<file path="config.mk">
export PLATFORM = sky130hd
export DESIGN_NAME = varint_field_stream_parser
export DESIGN_NICKNAME = d
export VERILOG_FILES = /design/src/design/vfsp_pkg.sv /design/src/design/vfsp_parser.sv /design/src/design/vfsp_result_fifo.sv /design/src/design/varint_field_stream_parser.sv
export SDC_FILE = /design/constraint.sdc
export NUM_CORES = 2
export LEC_CHECK = 0
export BUFFER_PORTS_ARGS = -buffer_cell sky130_fd_sc_hd__buf_2
export CAP_MARGIN = 10
export CORE_MARGIN = 4
export CORE_UTILIZATION = 55
export DETAILED_ROUTE_END_ITERATION = 10
export HOLD_SLACK_MARGIN = 0.12
export PLACE_DENSITY_LB_ADDON = 0.15
export SETUP_SLACK_MARGIN = 0.3
export SYNTH_ARGS = -nofsm -noshare
export SYNTH_HDL_FRONTEND = slang
export SYNTH_SLANG_ARGS = --single-unit
</file>
<file path="constraint.sdc">
create_clock -name clk -period 5.71 [get_ports clk]
set_clock_uncertainty 0.15 [all_clocks]
set_input_delay 0.8565 -clock clk [delete_from_list [all_inputs] [get_ports clk]]
set_output_delay 0.8565 -clock clk [all_outputs]
set_load 0.05 [all_outputs]
</file>
<file path="src/design/vfsp_pkg.sv">
// Shared types, codes and helpers of the tagged-field byte stream parser.
// Used by vfsp_parser, vfsp_result_fifo and varint_field_stream_parser.
package vfsp_pkg;

	localparam int LENGTH_BITS = 32;
	localparam int MAX_GROUPS  = 10;
	localparam int QUEUE_DEPTH = 4;
	localparam int QPTR_W      = $clog2(QUEUE_DEPTH);
	localparam int QCNT_W      = $clog2(QUEUE_DEPTH + 1);

	localparam logic [2:0] WT_VARINT = 3'd0;
	localparam logic [2:0] WT_LEN    = 3'd2;

	typedef enum logic [2:0] {
		PH_TAG    = 3'd0,
		PH_VALUE  = 3'd1,
		PH_LENGTH = 3'd2,
		PH_BODY   = 3'd3,
		PH_DROP   = 3'd4
	} phase_t;

	typedef enum logic [1:0] {
		KIND_INT    = 2'd0,
		KIND_HEADER = 2'd1,
		KIND_BYTE   = 2'd2,
		KIND_ERROR  = 2'd3
	} kind_t;

	typedef enum logic [2:0] {
		ERR_NONE          = 3'd0,
		ERR_VARINT_LONG   = 3'd1,
		ERR_VARINT_TRUNC  = 3'd2,
		ERR_STRING_TRUNC  = 3'd3,
		ERR_BAD_TYPE      = 3'd4,
		ERR_LENGTH_BIG    = 3'd5
	} err_t;

	typedef struct packed {
		kind_t       kind;
		logic [4:0]  field_id;
		logic [2:0]  wire_type;
		logic [63:0] raw_value;
		logic [63:0] zigzag_value;
		logic [31:0] string_length;
		logic [7:0]  body_byte;
		logic        body_last;
		err_t        error_code;
		logic        last_of_run;
	} result_t;

	// Results of one byte, handed from the parser to the result queue.
	typedef struct packed {
		logic [1:0] n;
		result_t    r0;
		result_t    r1;
	} push_t;

	function automatic result_t make_result(kind_t k, logic [4:0] fld, logic [2:0] wt,
			logic [63:0] raw, logic [31:0] len, logic [7:0] b, logic last, err_t e);
		result_t r;
		r.kind          = k;
		r.field_id      = fld;
		r.wire_type     = wt;
		r.raw_value     = raw;
		r.zigzag_value  = (raw >> 1) ^ {64{raw[0]}};
		r.string_length = len;
		r.body_byte     = b;
		r.body_last     = last;
		r.error_code    = e;
		r.last_of_run   = 1'b0;
		return r;
	endfunction

endpackage

</file>
<file path="src/design/vfsp_parser.sv">
// Input register and single-pass parse step of the field stream parser.
// Depends on vfsp_pkg; produces up to two results per word.
module vfsp_parser (
	input  logic           clk,
	input  logic           arst_n,
	input  logic           in_fire,
	input  logic [7:0]     data_byte,
	input  logic           buffer_end,
	output vfsp_pkg::push_t push
);
	import vfsp_pkg::*;

	logic                   valid_s1;
	logic [7:0]             byte_s1;
	logic                   end_s1;

	phase_t                 phase_q, phase_n;
	logic [63:0]            acc_q, acc_n, acc_or;
	logic [3:0]             gc_q, gc_n;
	logic [4:0]             field_q, field_n;
	logic [2:0]             type_q, type_n;
	logic [LENGTH_BITS-1:0] left_q, left_n;
	logic [6:0]             shift_prod;
	logic                   too_big;
	result_t                r0, r1;
	logic [1:0]             n;

	always_ff @(posedge clk or negedge arst_n) begin
		if (!arst_n) begin
			valid_s1 <= 1'b0;
			phase_q  <= PH_TAG;
			acc_q    <= '0;
			gc_q     <= '0;
			field_q  <= '0;
			type_q   <= '0;
			left_q   <= '0;
		end else begin
			valid_s1 <= in_fire;
			phase_q  <= phase_n;
			acc_q    <= acc_n;
			gc_q     <= gc_n;
			field_q  <= field_n;
			type_q   <= type_n;
			left_q   <= left_n;
		end
	end

	always_ff @(posedge clk) begin
		if (in_fire) begin
			byte_s1 <= data_byte;
			end_s1  <= buffer_end;
		end
	end

	// Shift of the next seven-bit group is 7 * group count; beyond bit 63 it falls away.
	assign shift_prod = {gc_q, 3'b000} - {3'b000, gc_q};
	assign acc_or     = acc_q | ({57'b0, byte_s1[6:0]} << shift_prod[5:0]);
	assign too_big    = |(acc_or >> LENGTH_BITS);

	always_comb begin
		phase_n = phase_q;
		acc_n   = acc_q;
		gc_n    = gc_q;
		field_n = field_q;
		type_n  = type_q;
		left_n  = left_q;
		n       = 2'd0;
		r0      = '0;
		r1      = '0;
		if (valid_s1) begin
			case (phase_q)
				PH_DROP: begin
					if (end_s1)
						phase_n = PH_TAG;
				end
				PH_VALUE, PH_LENGTH: begin
					if (gc_q >= 4'(MAX_GROUPS)) begin
						r0 = make_result(KIND_ERROR, field_q, type_q, '0, '0, '0, 1'b0,
							ERR_VARINT_LONG);
						n = 2'd1;
						phase_n = end_s1 ? PH_TAG : PH_DROP;
					end else begin
						acc_n = acc_or;
						gc_n  = gc_q + 4'd1;
						if (byte_s1[7]) begin
							if (end_s1) begin
								r0 = make_result(KIND_ERROR, field_q, type_q, '0, '0, '0,
									1'b0, ERR_VARINT_TRUNC);
								n = 2'd1;
								phase_n = PH_TAG;
							end
						end else if (phase_q == PH_VALUE) begin
							r0 = make_result(KIND_INT, field_q, type_q, acc_or, '0, '0,
								1'b0, ERR_NONE);
							n = 2'd1;
							phase_n = PH_TAG;
						end else if (too_big) begin
							r0 = make_result(KIND_ERROR, field_q, type_q, '0, '0, '0, 1'b0,
								ERR_LENGTH_BIG);
							n = 2'd1;
							phase_n = end_s1 ? PH_TAG : PH_DROP;
						end else begin
							r0 = make_result(KIND_HEADER, field_q, type_q, '0, acc_or[31:0],
								'0, 1'b0, ERR_NONE);
							n = 2'd1;
							left_n = acc_or[LENGTH_BITS-1:0];
							if (acc_or == '0) begin
								phase_n = PH_TAG;
							end else if (end_s1) begin
								r1 = make_result(KIND_ERROR, field_q, type_q, '0, '0, '0,
									1'b0, ERR_STRING_TRUNC);
								n = 2'd2;
								phase_n = PH_TAG;
							end else begin
								phase_n = PH_BODY;
							end
						end
					end
				end
				PH_BODY: begin
					r0 = make_result(KIND_BYTE, field_q, type_q, '0, '0, byte_s1,
						left_q == LENGTH_BITS'(1), ERR_NONE);
					n = 2'd1;
					left_n = left_q - LENGTH_BITS'(1);
					if (left_q == LENGTH_BITS'(1)) begin
						phase_n = PH_TAG;
					end else if (end_s1) begin
						r1 = make_result(KIND_ERROR, field_q, type_q, '0, '0, '0, 1'b0,
							ERR_STRING_TRUNC);
						n = 2'd2;
						phase_n = PH_TAG;
					end
				end
				default: begin
					field_n = byte_s1[7:3];
					type_n  = byte_s1[2:0];
					acc_n   = '0;
					gc_n    = '0;
					left_n  = '0;
					if (type_n inside {WT_VARINT, WT_LEN}) begin
						if (end_s1) begin
							r0 = make_result(KIND_ERROR, field_n, type_n, '0, '0, '0, 1'b0,
								ERR_VARINT_TRUNC);
							n = 2'd1;
							phase_n = PH_TAG;
						end else begin
							phase_n = (type_n == WT_VARINT) ? PH_VALUE : PH_LENGTH;
						end
					end else begin
						r0 = make_result(KIND_ERROR, field_n, type_n, '0, '0, '0, 1'b0,
							ERR_BAD_TYPE);
						n = 2'd1;
						phase_n = end_s1 ? PH_TAG : PH_DROP;
					end
				end
			endcase
		end
		if (n == 2'd1)
			r0.last_of_run = 1'b1;
		if (n == 2'd2)
			r1.last_of_run = 1'b1;
	end

	assign push.n  = n;
	assign push.r0 = r0;
	assign push.r1 = r1;

endmodule

</file>
<file path="src/design/vfsp_result_fifo.sv">
// Result queue: takes up to two results per cycle, hands them out one at a time, in order.
// Depends on vfsp_pkg.
module vfsp_result_fifo (
	input  logic                        clk,
	input  logic                        arst_n,
	input  vfsp_pkg::push_t             push,
	input  logic                        out_stall,
	output logic                        out_valid,
	output vfsp_pkg::result_t           head,
	output logic [vfsp_pkg::QCNT_W-1:0] count
);
	import vfsp_pkg::*;

	result_t             mem [QUEUE_DEPTH];
	logic [QPTR_W-1:0]   wr_q, rd_q;
	logic [QCNT_W-1:0]   cnt_q;
	logic                pop;

	assign pop       = (cnt_q != '0) && !out_stall;
	assign out_valid = cnt_q != '0;
	assign head      = mem[rd_q];
	assign count     = cnt_q;

	always_ff @(posedge clk or negedge arst_n) begin
		if (!arst_n) begin
			wr_q  <= '0;
			rd_q  <= '0;
			cnt_q <= '0;
		end else begin
			wr_q  <= wr_q + QPTR_W'(push.n);
			rd_q  <= rd_q + QPTR_W'(pop);
			cnt_q <= cnt_q + QCNT_W'(push.n) - QCNT_W'(pop);
		end
	end

	always_ff @(posedge clk) begin
		if (push.n != 2'd0)
			mem[wr_q] <= push.r0;
		if (push.n == 2'd2)
			mem[wr_q + QPTR_W'(1)] <= push.r1;
	end

endmodule

</file>
<file path="src/design/varint_field_stream_parser.sv">
// Tagged-field byte stream parser. One encoded byte is accepted per clock while
// in_stall is low: the byte is registered, parsed against the field state in the
// next cycle and its results land in a four-entry result queue, so the first
// result reaches the outputs once it has passed the byte register and the queue.
// A byte yields at most two results and the queue drains one per cycle while
// out_stall is low; in_stall rises when the queue, together with the results of
// the byte in flight, holds more than two entries. That comes from output
// stalls, and also from bytes with two results: a run of those is held to the
// pace of the output even with the output free. Depends on vfsp_pkg,
// vfsp_parser and vfsp_result_fifo.
module varint_field_stream_parser (
	input  logic               clk,
	input  logic               arst_n,
	input  logic               in_valid,
	output logic               in_stall,
	input  logic [7:0]         data_byte,
	input  logic               buffer_end,
	output logic               out_valid,
	input  logic               out_stall,
	output logic [1:0]         kind,
	output logic [4:0]         field_id,
	output logic [2:0]         wire_type,
	output logic [63:0]        raw_value,
	output logic signed [63:0] zigzag_value,
	output logic [31:0]        string_length,
	output logic [7:0]         body_byte,
	output logic               body_last,
	output logic [2:0]         error_code,
	output logic               last_of_run
);
	import vfsp_pkg::*;

	push_t              push;
	result_t            head;
	logic [QCNT_W-1:0]  count;
	logic [QCNT_W:0]    pending;
	logic               in_fire;

	// Room is kept for two results of the next word on top of those already due.
	assign pending  = {1'b0, count} + (QCNT_W + 1)'(push.n);
	assign in_stall = pending > (QCNT_W + 1)'(QUEUE_DEPTH - 2);
	assign in_fire  = in_valid && !in_stall;

	vfsp_parser u_parser (
		.clk        (clk),
		.arst_n     (arst_n),
		.in_fire    (in_fire),
		.data_byte  (data_byte),
		.buffer_end (buffer_end),
		.push       (push)
	);

	vfsp_result_fifo u_fifo (
		.clk       (clk),
		.arst_n    (arst_n),
		.push      (push),
		.out_stall (out_stall),
		.out_valid (out_valid),
		.head      (head),
		.count     (count)
	);

	assign kind          = head.kind;
	assign field_id      = head.field_id;
	assign wire_type     = head.wire_type;
	assign raw_value     = head.raw_value;
	assign zigzag_value  = head.zigzag_value;
	assign string_length = head.string_length;
	assign body_byte     = head.body_byte;
	assign body_last     = head.body_last;
	assign error_code    = head.error_code;
	assign last_of_run   = head.last_of_run;

	a_queue_bound: assert property (@(posedge clk) disable iff (!arst_n)
		pending <= (QCNT_W + 1)'(QUEUE_DEPTH))
		else $error("result queue overflow");

	a_error_ends_run: assert property (@(posedge clk) disable iff (!arst_n)
		out_valid && kind == KIND_ERROR |-> last_of_run)
		else $error("error result not last of its run");

	a_last_only_on_body: assert property (@(posedge clk) disable iff (!arst_n)
		out_valid && kind != KIND_BYTE |-> !body_last)
		else $error("body_last set on a result that is not a body word");

endmodule

</file>
# == Word level (Yosys, flattened, before mapping) ==
# Memory sizes are Yosys's and may differ from the RTL's.
# Index checks and enable logic that the tools add are counted.
# totals
reg_bits,128
input_bits,13
ram_bits,732
word_cells,115
mem_count,1
# mem_list
name,words,word_bits,read_ports,rd_ports_with_merged_regs,wr,line,source
u_fifo.mem,4,183,1,0,2,vfsp_result_fifo.sv:14,result_t mem [QUEUE_DEPTH];
# classes
muxes,57
addsub,9
n_shift,1
magnitude_cmp,2
bitwise_logic,5
n_eq_ne,12
n_reduce_logical,16
# op_table
cell,count
two-way mux 183 bit,16
one-hot mux 183 bit (3 select lines),1
one-hot mux 183 bit (2 select lines),1
two-way mux 32 bit,4
one-hot mux 64 bit (2 select lines),1
one-hot mux 32 bit (3 select lines),1
logical NOT 64 bit,1
two-way mux 64 bit,1
OR 64 bit,1
<< shifter 7 x 6 -> 64 bit,1
XOR 63 x 64 -> 64 bit,1
"equality test 32 x 1 -> 1 bit, second input constant",1
OR reduction 32 bit,1
"subtractor 32 x 1 -> 32 bit, second input constant",1
two-way mux 3 bit,10
two-way mux 2 bit,10
"equality test 3 x 2 -> 1 bit, second input constant",3
one-hot mux 3 bit (3 select lines),1
two-way mux 1 bit,8
"inequality test 2 bit, second input constant",4
one-hot mux 4 bit (2 select lines),1
one-hot mux 2 bit (3 select lines),1
AND reduction 6 bit,1
subtractor 6 x 4 -> 6 bit,1
24 further kinds,30

# == Longest topological paths before layout ==
# depth
word_depth,15
depth_mapped,26
mapped_depth_nobuf,21

# == Modules after synthesis ==
# From an unflattened synthesis, not the netlist that was laid out.
# unflattened
hier_cells,3253
area_unflattened_um2,46359.5
# by_module_without_submodules
mod,n_inst,area_each_um2,cells_per_inst,seq_area_each_um2
vfsp_result_fifo,1,35610.4,1811,22156.2
vfsp_parser,1,10661.5,1431,3072.9
varint_field_stream_parser,1,87.6,11,0.0

# == Least setup slack after synthesis ==
# Ideal clock, no wire load.
# synth_timing
kind,flip-flop to output port
from,register u_parser.gc_q[0]
to,output in_stall
stages_incl_launch_ff,25
slack_ns,-0.357
arrival_ns,5.061
cell_sequence,dfrtp_1 buf_4 buf_4 inv_2 ha_1 buf_2 clkbuf_1 nor3b_1 a21oi_1 clkbuf_1 clkbuf_1 ha_1 nor4b_1 nand4_1 a31oi_1 o21ai_0 nor4_4 a2111oi_4 or2_1 buf_4 inv_4 ha_1 fa_1 nand2_1 nand2_1
# synth_between
elab_chain_cells,13
word_cells_on_any_way,15
# synth_rtl
item,line,source
from (decl),vfsp_parser.sv:19,"logic [3:0] gc_q, gc_n;"
from (signal assigned),vfsp_parser.sv:41,gc_q <= gc_n;
subtractor 6 x 4 -> 6 bit,vfsp_parser.sv:56,"assign shift_prod = {gc_q, 3'b000} - {3'b000, gc_q};"
<< shifter 7 x 6 -> 64 bit,vfsp_parser.sv:57,"assign acc_or = acc_q | ({57'b0, byte_s1[6:0]} << shift_prod[5:0]);"
OR 64 bit,vfsp_parser.sv:57,
logical NOT 64 bit,vfsp_parser.sv:107,if (acc_or == '0) begin
two-way mux 2 bit,vfsp_parser.sv:107,
two-way mux 2 bit,vfsp_parser.sv:97,end else if (too_big) begin
two-way mux 2 bit,vfsp_parser.sv:92,end else if (phase_q == PH_VALUE) begin
two-way mux 2 bit,vfsp_parser.sv:85,if (byte_s1[7]) begin
two-way mux 2 bit *,vfsp_parser.sv:77,if (gc_q >= 4'(MAX_GROUPS)) begin
one-hot mux 2 bit (3 select lines) *,vfsp_parser.sv:71,case (phase_q)
two-way mux 2 bit *,vfsp_parser.sv:70,if (valid_s1) begin
adder 3 x 2 -> 4 bit *,varint_field_stream_parser.sv:40,"assign pending = {1'b0, count} + (QCNT_W + 1)'(push.n);"
greater-than comparator 4 x 2 -> 1 bit *,varint_field_stream_parser.sv:41,assign in_stall = pending > (QCNT_W + 1)'(QUEUE_DEPTH - 2);
to (decl),varint_field_stream_parser.sv:15,"output logic in_stall,"
# Mark *: on every way between the ends. The rest lies on a longest branch, timed or not.

# == Worst setup path after layout ==
# Same ends and word-level chain as after synthesis.

==> results_dict.tcl <==
set metrics [dict create \
    status "finished with violations" \
    violations "setup timing" \
    fill_cells 5281 \
    synth_area_um2 37600 \
    start_util_pct 55.7 \
    ys_warn_count 0 \
    grt_overflow_total 0 \
    die_h_um 270 \
    synthSimpleGateAreaFrac_pct 9.58 \
    top_layer "met5" \
    seqCellArea_um2 18400 \
    hold_depth 1 \
    grt_pass1_wl_um 199000 \
    crit_fanout 8 \
    path_class "flop to primary output" \
    synth_compound_area_share_pct 20.2 \
    dieArea_um2 72600 \
    r2r-start "u_parser.gc_q[0]" \
    rrSetupSlack_ns 0.72 \
    synth_area_per_cell_um2 11.0 \
    tightest_slew_ns 1.27 \
    met3_length_um 11600 \
    tritoncts "built" \
    async_reset_ff_share_pct 13.9 \
    timing.critical_path.mode_cell "ha_4" \
    cts_inserted_buffers 89 \
    drtIter0Drc 3592 \
    crit_path_start_kind "flop" \
    worstHoldPathType "primary input to flop" \
    cp.arrival_ns 4.77 \
    final_common_cell "dfxtp_1" \
    cts_buffer_depth 3 \
    cts-root-buf "clkbuf_16" \
    final_cell_mix "676 x dfxtp_1, 436 x nand2_1, 217 x a22o_1" \
    pwr_density_cell_nw_per_um2 475 \
    wirelength_met1_um 53100 \
    cp_slowest_cell "mux4_2" \
    numPortBuffers 197 \
    antenna_found_initial 2 \
    period_needed_ns 5.78 \
    routabilityCongestion 0.922 \
    clk_latency_ns 0.66 \
    rr_endpoint "u_fifo.mem[1][16]" \
    fin_area_um2 43400 \
    power.leakage_nw 17.4 \
    finalCritPeriodShare_pct 101 \
    hold_end "u_parser.byte_s1[5]" \
    htree_levels 3 \
    ys_seq_area_share_pct 48.8 \
    core.rowCount 95 \
    die_x_um 270 \
    clk_pin_slew_ns 0.06 \
    rsz0062_at_grt "yes" \
    synthFlopType "dfxtp_1" \
    slowest_delay_ns 0.60 \
    synth_cells 3424 \
    relSlewSlack_pct 15.3 \
    synth_xor_area_share_pct 1.72 \
    synthMuxAreaShare_pct 15.0 \
    dpl_cell_area_um2 39800 \
    path_buf_inv 5 \
    firstDrtPassIters 5 \
    wl_um 132000 \
    cts_hold_buf 0 \
    clkSinkCount 856 \
    crit_path_cell_trace "inv_6 > ha_4 > mux2_4 > mux4_2 > buf_6 > a21o_1 > or3_4 > nor3_2 > buf_4 > a2111oi_4 > or2_4 > inv_8 > ha_4 > fa_2 > nand2_2 > nand2_4 > buf_8" \
    worst_r2r_path_depth 17 \
    finalSetupViolCount 1 \
    cp.required_ns 4.70 \
    syn_to_final_growth_pct 15.3 \
    end_kind "primary output" \
    place.detailed.hpwl_um 84500 \
    wire_per_inst_um 29.3 \
    multi_input_area_um2 18200 \
    synth-edff-count 61 \
    grt_max_degree 95 \
    totalNegativeSetupSlack_ns -0.0657 \
    finalHoldViolCount 0 \
    antenna_cells 0 \
    max-vdd-ir-drop_mv 0.341 \
    grt_pass1_vias 30788 \
    fin_ws_ns -0.0657 \
    fmax_mhz 173 \
    synth_top_family_by_area "compound AO/OA/AOI/OAI gates" \
    coreArea_um2 67500 \
    final_nets 3584 \
    drv_slew 0 \
    via_per_inst 6.88 \
    final_util_pct 64.2 \
    ys_seq_elements 856 \
    synthAdderAreaFrac_pct 0.572 \
    hold_start "data_byte[5]" \
    cp_top_family "simple AND/OR/NAND/NOR gates" \
    dr_total_vias 30959 \
    drc 0 \
    drive_above_1_share_pct 22.8 \
    synth.distinct_cells 94 \
    synth_fp_nets 3453 \
    drtAntennaViolNets 0 \
    grt_usage_pct 35.2 \
    maxCapViolCount 0 \
    wl_met2_um 61300 \
    num_io_pins 198 \
]
## where the power goes
group	internal (W)	switching, W	leakage [nW]
combinational	0.00259	0.00511	8.23
clock	0.00350	0.00254	1.50
sequential	0.00636	0.000489	7.65
total	0.0125	0.00813	17.4
## cells in the mapped netlist (9+ instances only)
master       n  area share (%)
a21boi_0    20            0.40
a21o_1      39            0.78
a21oi_1    123             1.6
a22o_1     217             5.1
a22oi_1     13            0.26
a31oi_1      9            0.15
a32o_1     104             2.8
a32oi_1     10            0.23
and2_1      24            0.40
buf_1       41            0.41
buf_2       76             1.0
buf_4       11            0.22
buf_6       11            0.33
clkbuf_1   190             1.9
dfrtp_1    119             7.9
dfxtp_1    676              36
edfxtp_1    61             4.9
ha_1        14            0.47
inv_1       29            0.29
mux2i_1    142             3.8
mux4_2     184              11
nand2_1    442             4.4
nand2b_1    16            0.27
nand3_1     21            0.28
nand4_1      9            0.15
nor2_1     149             1.5
nor2b_1     13            0.22
nor3_1      34            0.45
nor3_2       9            0.24
nor4_1      25            0.42
o211ai_1     9            0.18
o21ai_0     99             1.3
o221a_2     20            0.60
o22ai_1    123             2.0
o2bb2ai_1  134             3.1
or2_2        9            0.15
xnor2_1     54             1.3
xor2_1      20            0.47
## per-stage QoR
step,std cells,total power (W),hold slack (ns),setup slack [ns]
global placement,4318,0.0141,0.289,0.239
finish,4501,0.0206,0.233,-0.0657
floorplan,3424,0.0116,0.276,0.210
detailed placement,4318,0.0142,0.293,0.218
global route,4501,0.0212,0.209,-0.169
CTS,4498,0.0204,0.201,-0.0567
## flip-flops by register name, indices dropped and copies added (netlist names)
name / count
u_fifo.wr_q: 2
u_parser.field_q: 5
u_fifo.rd_q: 2
u_parser.end_s1: 1
u_parser.phase_q: 3
u_fifo.count: 3
u_fifo.mem: 728
u_parser.byte_s1: 8
u_parser.gc_q: 4
u_parser.valid_s1: 1
u_parser.type_q: 3
u_parser.left_q: 32
u_parser.acc_q: 64
## cells by family after synthesis
logic type / count (synthesis)
AOI/OAI and AO/OA: 985
xor gates and xnor gates: 74
adders and majority gates: 16
buffers and inverters: 361
DFF: 856
muxes: 333
and+or+nand+nor: 799
## area by class of cell
cell class              count  area share [%]
flip-flops and latches    856            42.3
repair buffers            369            5.92
inverters                  32           0.306
well taps                 873            2.52
multi-input cells        2207            41.9
clock inverters            37            1.07
clock buffers             127            5.96
## worst max path at each step
stage,from,to,slack [ns],cells past startpoint
6_report,u_parser.gc_q[0],in_stall,-0.07,17
5_1_grt,u_parser.gc_q[0],in_stall,-0.17,18
4_1_cts,u_parser.gc_q[0],in_stall,-0.06,16
3_5_place_dp,u_parser.gc_q[0],in_stall,0.22,20
3_3_place_gp,u_parser.gc_q[0],in_stall,0.24,17
2_1_floorplan,u_parser.gc_q[0],in_stall,0.21,20
## what timing repair did
| action | CTS | global route |
|---|---|---|
| gates cloned | 1 | 0 |
| pin swaps | 14 | 11 |
| gates resized for setup | 39 | 26 |
| setup endpoints to repair | 1 | 1 |
| buffers inserted | 15 | 3 |
## worst register-to-register path: stages (launching register included)
cell and delay (ns):
dfrtp_2 0.45, inv_6 0.05, ha_4 0.34, mux2_4 0.32, mux4_2 0.60, buf_6 0.17
a21o_1 0.20, or3_4 0.33, nor3_2 0.16, buf_4 0.18, a2111oi_4 0.09, buf_4 0.14
buf_4 0.17, nor3_1 0.54, o21bai_4 0.12, buf_12 0.22, buf_12 0.28, a22o_1 0.35
## routing by layer
| layer | global-route usage (%) | vias to the layer above |
|---|---|---|
| met5 | 0 | - |
| met3 | 5.87 | 306 |
| li1 | - | 13196 |
| met4 | 15.1 | 2 |
| met1 | 47.8 | 15747 |
| met2 | 56.2 | 1708 |
No activity file was read; power rests on OpenSTA's default activity.
